$ cat src/bld_pkg.sv
// ----------------------------------------------------------------------------
// bld_pkg
// Shared types, constants and functions for the binary log deframer.
// ----------------------------------------------------------------------------
package bld_pkg;

    localparam logic [7:0] SYNC0 = 8'hAA;
    localparam logic [7:0] SYNC1 = 8'h44;
    localparam logic [7:0] SYNC2 = 8'h12;

    localparam int HEADER_BYTES = 28;
    localparam int HDR_POS_W    = 5;

    localparam logic [15:0] ID_OBS     = 16'd43;
    localparam logic [15:0] ID_GPS_EPH = 16'd7;
    localparam logic [15:0] ID_BDS_EPH = 16'd1696;

    localparam int CFG_ADDR_W = 3;

    localparam logic [31:0] CRC_POLY_RESET = 32'hEDB8_8320;
    localparam logic [15:0] MAX_LEN_RESET  = 16'd4096;

    typedef enum logic [0:0] {
        REG_CRC_POLY = 1'b0,
        REG_MAX_LEN  = 1'b1
    } reg_index_t;

    typedef enum logic [0:0] {
        KIND_BODY   = 1'b0,
        KIND_STATUS = 1'b1
    } result_kind_t;

    typedef enum logic [1:0] {
        STATUS_GOOD     = 2'd0,
        STATUS_CRC_BAD  = 2'd1,
        STATUS_TOO_LONG = 2'd2
    } frame_status_t;

    typedef enum logic [1:0] {
        CLASS_OBS     = 2'd0,
        CLASS_GPS_EPH = 2'd1,
        CLASS_BDS_EPH = 2'd2,
        CLASS_OTHER   = 2'd3
    } message_class_t;

    typedef enum logic [5:0] {
        PH_HUNT0  = 6'b000001,
        PH_HUNT1  = 6'b000010,
        PH_HUNT2  = 6'b000100,
        PH_HEADER = 6'b001000,
        PH_BODY   = 6'b010000,
        PH_CRC    = 6'b100000
    } phase_t;

    typedef struct packed {
        logic [31:0] crc_polynomial;
        logic [15:0] max_body_length;
    } cfg_t;

    typedef struct packed {
        result_kind_t   result_kind;
        logic [7:0]     body_byte;
        logic [15:0]    body_index;
        logic [15:0]    message_id;
        message_class_t message_class;
        logic [15:0]    body_length;
        logic [15:0]    gps_week;
        logic [31:0]    week_milliseconds;
        frame_status_t  frame_status;
    } result_t;

    // Reflected CRC-32, one byte, eight shift steps
    function automatic logic [31:0] crc_byte(
        input logic [31:0] crc,
        input logic [7:0]  data,
        input logic [31:0] poly
    );
        logic [31:0] c;
        c = crc ^ {24'd0, data};
        for (int k = 0; k < 8; k++) begin
            if (c[0])
                c = (c >> 1) ^ poly;
            else
                c = c >> 1;
        end
        return c;
    endfunction

    function automatic message_class_t class_of(input logic [15:0] id);
        message_class_t cls;
        if (id == ID_OBS)
            cls = CLASS_OBS;
        else if (id == ID_GPS_EPH)
            cls = CLASS_GPS_EPH;
        else if (id == ID_BDS_EPH)
            cls = CLASS_BDS_EPH;
        else
            cls = CLASS_OTHER;
        return cls;
    endfunction

endpackage

$ cat src/bld_apb_regs.sv
// ----------------------------------------------------------------------------
// bld_apb_regs
// APB configuration registers: CRC polynomial and body length limit.
// ----------------------------------------------------------------------------
module bld_apb_regs import bld_pkg::*;
(
    input  logic                  clk,
    input  logic                  rst_n,
    input  logic                  psel,
    input  logic                  penable,
    input  logic                  pwrite,
    input  logic [CFG_ADDR_W-1:0] paddr,
    input  logic [31:0]           pwdata,
    output logic [31:0]           prdata,
    output logic                  pready,
    output cfg_t                  cfg
);

    cfg_t       cfg_reg;
    reg_index_t index;
    logic       wr_en;

    assign pready = 1'b1;
    assign index  = reg_index_t'(paddr[2]);
    assign wr_en  = psel && penable && pwrite;
    assign cfg    = cfg_reg;

    always_ff @(posedge clk or negedge rst_n)
    begin
        if (!rst_n)
        begin
            cfg_reg.crc_polynomial  <= CRC_POLY_RESET;
            cfg_reg.max_body_length <= MAX_LEN_RESET;
        end
        else if (wr_en)
        begin
            unique case (index)
                REG_CRC_POLY: cfg_reg.crc_polynomial  <= pwdata;
                REG_MAX_LEN:  cfg_reg.max_body_length <= pwdata[15:0];
                default:      cfg_reg <= cfg_reg;
            endcase
        end
    end

    always_comb
    begin
        unique case (index)
            REG_CRC_POLY: prdata = cfg_reg.crc_polynomial;
            REG_MAX_LEN:  prdata = {16'd0, cfg_reg.max_body_length};
            default:      prdata = '0;
        endcase
    end

endmodule

$ cat config.mk
export PLATFORM = sky130hd
export DESIGN_NAME = bld_apb_regs
export DESIGN_NICKNAME = d
export VERILOG_FILES = /design/src/bld_pkg.sv /design/src/bld_apb_regs.sv
export SDC_FILE = /design/constraint.sdc
export NUM_CORES = 1
export LEC_CHECK = 0
export ABC_AREA = 1
export BUFFER_PORTS_ARGS = -buffer_cell sky130_fd_sc_hd__buf_2
export CAP_MARGIN = 10
export CORE_MARGIN = 4
export CORE_UTILIZATION = 45
export CTS_CLUSTER_SIZE = 10
export DETAILED_ROUTE_END_ITERATION = 8
export PLACE_DENSITY = 0.78
export SLEW_MARGIN = 10
export SYNTH_ARGS = -nofsm -noshare
export SYNTH_HDL_FRONTEND = slang
export SYNTH_SLANG_ARGS = --single-unit
$ cat constraint.sdc
create_clock -name clk -period 1.1 [get_ports clk]
set_clock_uncertainty 0.15 [all_clocks]
set_input_delay 0.165 -clock clk [delete_from_list [all_inputs] [get_ports clk]]
set_output_delay 0.165 -clock clk [all_outputs]
set_load 0.02 [all_outputs]
# --- Yosys cells after proc, flatten, opt, wreduce, memory -nomap -nowiden ---
# Cells that the tools add are included.
op_classes:
  bitwise: 1
  reduce_logical: 4
  mux: 1
op_table:
  columns: ["cell", "count"]
  rows:
  - ["32-bit one-hot mux with 2 select lines", 1]
  - ["2-bit AND reduction", 2]
  - ["1-bit logical AND", 2]
  - ["1-bit NOT", 1]
word_totals:
  input_bits: 40
  output_inout_bits: 81
  elab_cells: 8
  regBits: 48

# --- Longest topological paths before layout ---
logic_depth:
  depth_word: 3
  depth_mapped: 6

# --- Least setup slack after synthesis ---
# Ideal clock, no wire load.
synth_path:
  kind: "register to output"
  startpoint: "register cfg_reg, in the netlist cfg[35]"
  endpoint: "output port prdata[19]"
  n_path_buf: 0
  setup_slack_ps: -125
  arrival_ps: 910
  required_time_ps: 785
  path_stages_with_launch: 3
  cell_sequence: "dfstp_2 > inv_1 > nor2_1"
synth_between:
  elab_chain_cells: 1
synth_lines:
  columns: ["element", "line", "rtl"]
  rows:
  - ["start, declared", "bld_apb_regs.sv:19", "cfg_t cfg_reg;"]
  - ["start signal, assigned", "bld_apb_regs.sv:40", "default: cfg_reg <= cfg_reg;"]
  - ["32-bit one-hot mux with 2 select lines", "bld_apb_regs.sv:47", "unique case (index)"]
  - ["end, declared", "bld_apb_regs.sv:14", "output logic [31:0] prdata,"]
# No other way between the ends.

# --- Final worst setup path ---
layout_path:
  startpoint: "register cfg_reg, in the netlist cfg[36]"
  endpoint: "output port prdata[20]"
# The elaborated chain is that of the path after synthesis.

==> metrics <==
Cell Area, Synth 0.00226 mm²; CP max stage cell dfstp_2; CP Cell Sequence inv_2 > nor2_4 > buf_6; Hold Vio Cnt, Final 0; warning count from the yosys run 0; crit-path leading delay family flip-flops; ratio of cells with drive above 1 in the final layout 47.8%; TritonCTS sink count 48; Setup CP Type reg -> out; Worst VDD drop 1.07 mV; DRT iter0 DRCs 389; port bufs 117; syn_area_per_cell 7.54 µm²; RSZ-0062 raised after global routing yes; fin crit period 1.51 ns; top cells by instance count after synthesis nand2_1 (145), nand3_1 (48), dfrtp_1 (33), inv_1 (17), nor2_1 (17); top-area cell type share of the netlist area 36.6%; dominant cell by count in the synthesized netlist nand2_1; status finished, violations left; first-pass GRT wire length 13,200 µm; Core Rows 25; register area 0.00122 mm²; Routed Antenna Nets 0; Unique masters post-synth 12; number of global-route vias before repair 2,729; Clock Path Buffers 2; cell taking the most area after synthesis dfrtp_1; Inserted Clock Buffers 5; top cells by area, synth dfrtp_1 (37%), nand2_1 (24%), dfstp_2 (17%); critical path capture point type output pin; Initial Util 47.1%; fill count 154; crit start category flip-flop; worst endpoint required time 0.78 ns; area of the multi-input gates 977 µm²; failing checks negative setup slack; static leakage 2.40 nW; Total Power 0.00731 W; Final TNS setup -18.67 ns; Die H 78.8 µm; setup ws final -0.410 ns; WL per Instance 19.8 µm; Worst path max stage delay 0.57 ns; power per cell area 1630 mW/mm²; Max Cap Viol 0; die area 0.00621 mm²; Clock H-tree levels 2; synthesized instance count 299; nets@finish 539; I/O pins 121; FMAX 0.662 GHz; Residual DRC 0; latest clock arrival within the worst-skew pair 0.30 ns; max reg flops 48; # diodes 0; Layout area overhead 99.1%; initial antenna violation count 0; Vias 3,071; DR vias/cell 5.42; Hold/Removal Path Class in -> reg; Post-synth EDFFs 0; worst hold slack 0.203 ns; largest net degree at the start of global routing 49; Final Setup Violations 82; Yosys reg bits 48; DIE WIDTH 78.8 µm; ys flop type dfrtp_1; First-pass DRT Iterations 5; routability cong. 0.748; async set or reset register ratio after synthesis 100%; post-synthesis sequential area ratio 54.1%; Post-Route WL 11,200 µm; Worst-path clk slew 0.10 ns; GRT Total Usage 27.0%; core area 0.00479 mm²; gr ovfl total 0; CTS tree done; Synth Net Count 339; CP arrival 1.19 ns; max-slew violation count 0; WP buf/inv 2; critical path fanouts, max 3; hpwl dp 4310 µm; fin crit share 137%; CTS root buf clkbuf_8
## stage by stage
| step | cells | utilization, % | instance area [µm²] | setup slack [ns] |
|---|---|---|---|---|
| after floorplan | 299 | - | 2310 | -0.0464 |
| after global placement | 479 | 64.9 | 3100 | -0.0979 |
| after detailed placement | 479 | 64.9 | 3100 | -0.106 |
| after CTS | 527 | 83.5 | 4000 | -0.311 |
| after global routing | 567 | 93.9 | 4490 | -0.434 |
| final | 567 | 93.9 | 4490 | -0.410 |
## area by class of cell
type | instances | area share [%]
inverter | 18 | 1.50
sequential | 48 | 27.2
clock buffer | 8 | 2.01
tap | 67 | 1.87
timing repair buffer | 213 | 45.7
multi-input combinational | 213 | 21.8
## repair_timing
| item | CTS | global route |
|---|---|---|
| gates resized for setup | 143 | 59 |
| endpoints found under the setup margin | 80 | 80 |
| setup buffers | 7 | 40 |
| pin swaps | 29 | 21 |
| endpoints found under the hold margin | 96 | 0 |
| hold buffers | 33 | 0 |
## worst reg2reg max path, stage by stage, from the launching register on
cell	delay, ns
dfrtp_1	0.43
buf_6	0.14
buf_4	0.12
buf_4	0.13
nand2_2	0.05
nand2_1	0.04
## power breakdown
part,internal [W],switching (W)
Combinational,0.00183,0.00177
Sequential,0.00218,0.000409
Clock,0.000515,0.000614
## layout by cell type, fill, tap and decap left out
cell	Yosys	routed
nand2_1	145	130
buf_6	0	97
nand3_1	48	48
buf_4	4	38
buf_2	11	37
dfrtp_1	33	33
dlygate4sd3_1	0	33
nand2_2	0	15
dfstp_2	15	15
inv_2	1	11
nor2_4	0	9
buf_12	0	8
inv_1	17	7
clkbuf_8	0	6
nor2_1	17	5
nor2_2	0	3
nand4_1	2	2
clkbuf_1	5	2
conb_1	1	1
## path summary, 6_finish.rpt
check	start	endpoint	slack, ns	depth (start not counted)
max in group asynchronous	rst_n	cfg[35]	0.28	3
worst max-delay path	cfg[36]	prdata[20]	-0.41	3
worst min-delay path	paddr[2]	cfg[1]	0.20	4
worst max register to register	cfg[14]	cfg[14]	-0.05	5
worst min register to register	cfg[25]	cfg[25]	0.36	2
min in group asynchronous	rst_n	cfg[6]	0.22	3
## cell families (layout without fill, tap and decap cells)
group | Yosys count | in the layout | share of synthesized area [%]
other | 1 | 1 | 0.166
DFF | 48 | 48 | 54.1
and+or+nand+nor | 212 | 212 | 38.2
buffers and inverters | 38 | 239 | 7.60
## routing by layer
| layer | share of wire, % | track usage [%] | vias up | wire [µm] |
|---|---|---|---|---|
| met5 | 0 | 0 | - | 0 |
| met4 | 3.8 | 9.09 | 0 | 426 |
| met3 | 11 | 6.24 | 39 | 1210 |
| met2 | 51 | 48.1 | 272 | 5750 |
| met1 | 34 | 32.0 | 1440 | 3830 |
| li1 | - | - | 1320 | - |
Note: power is estimated with default switching activity, not from simulation.
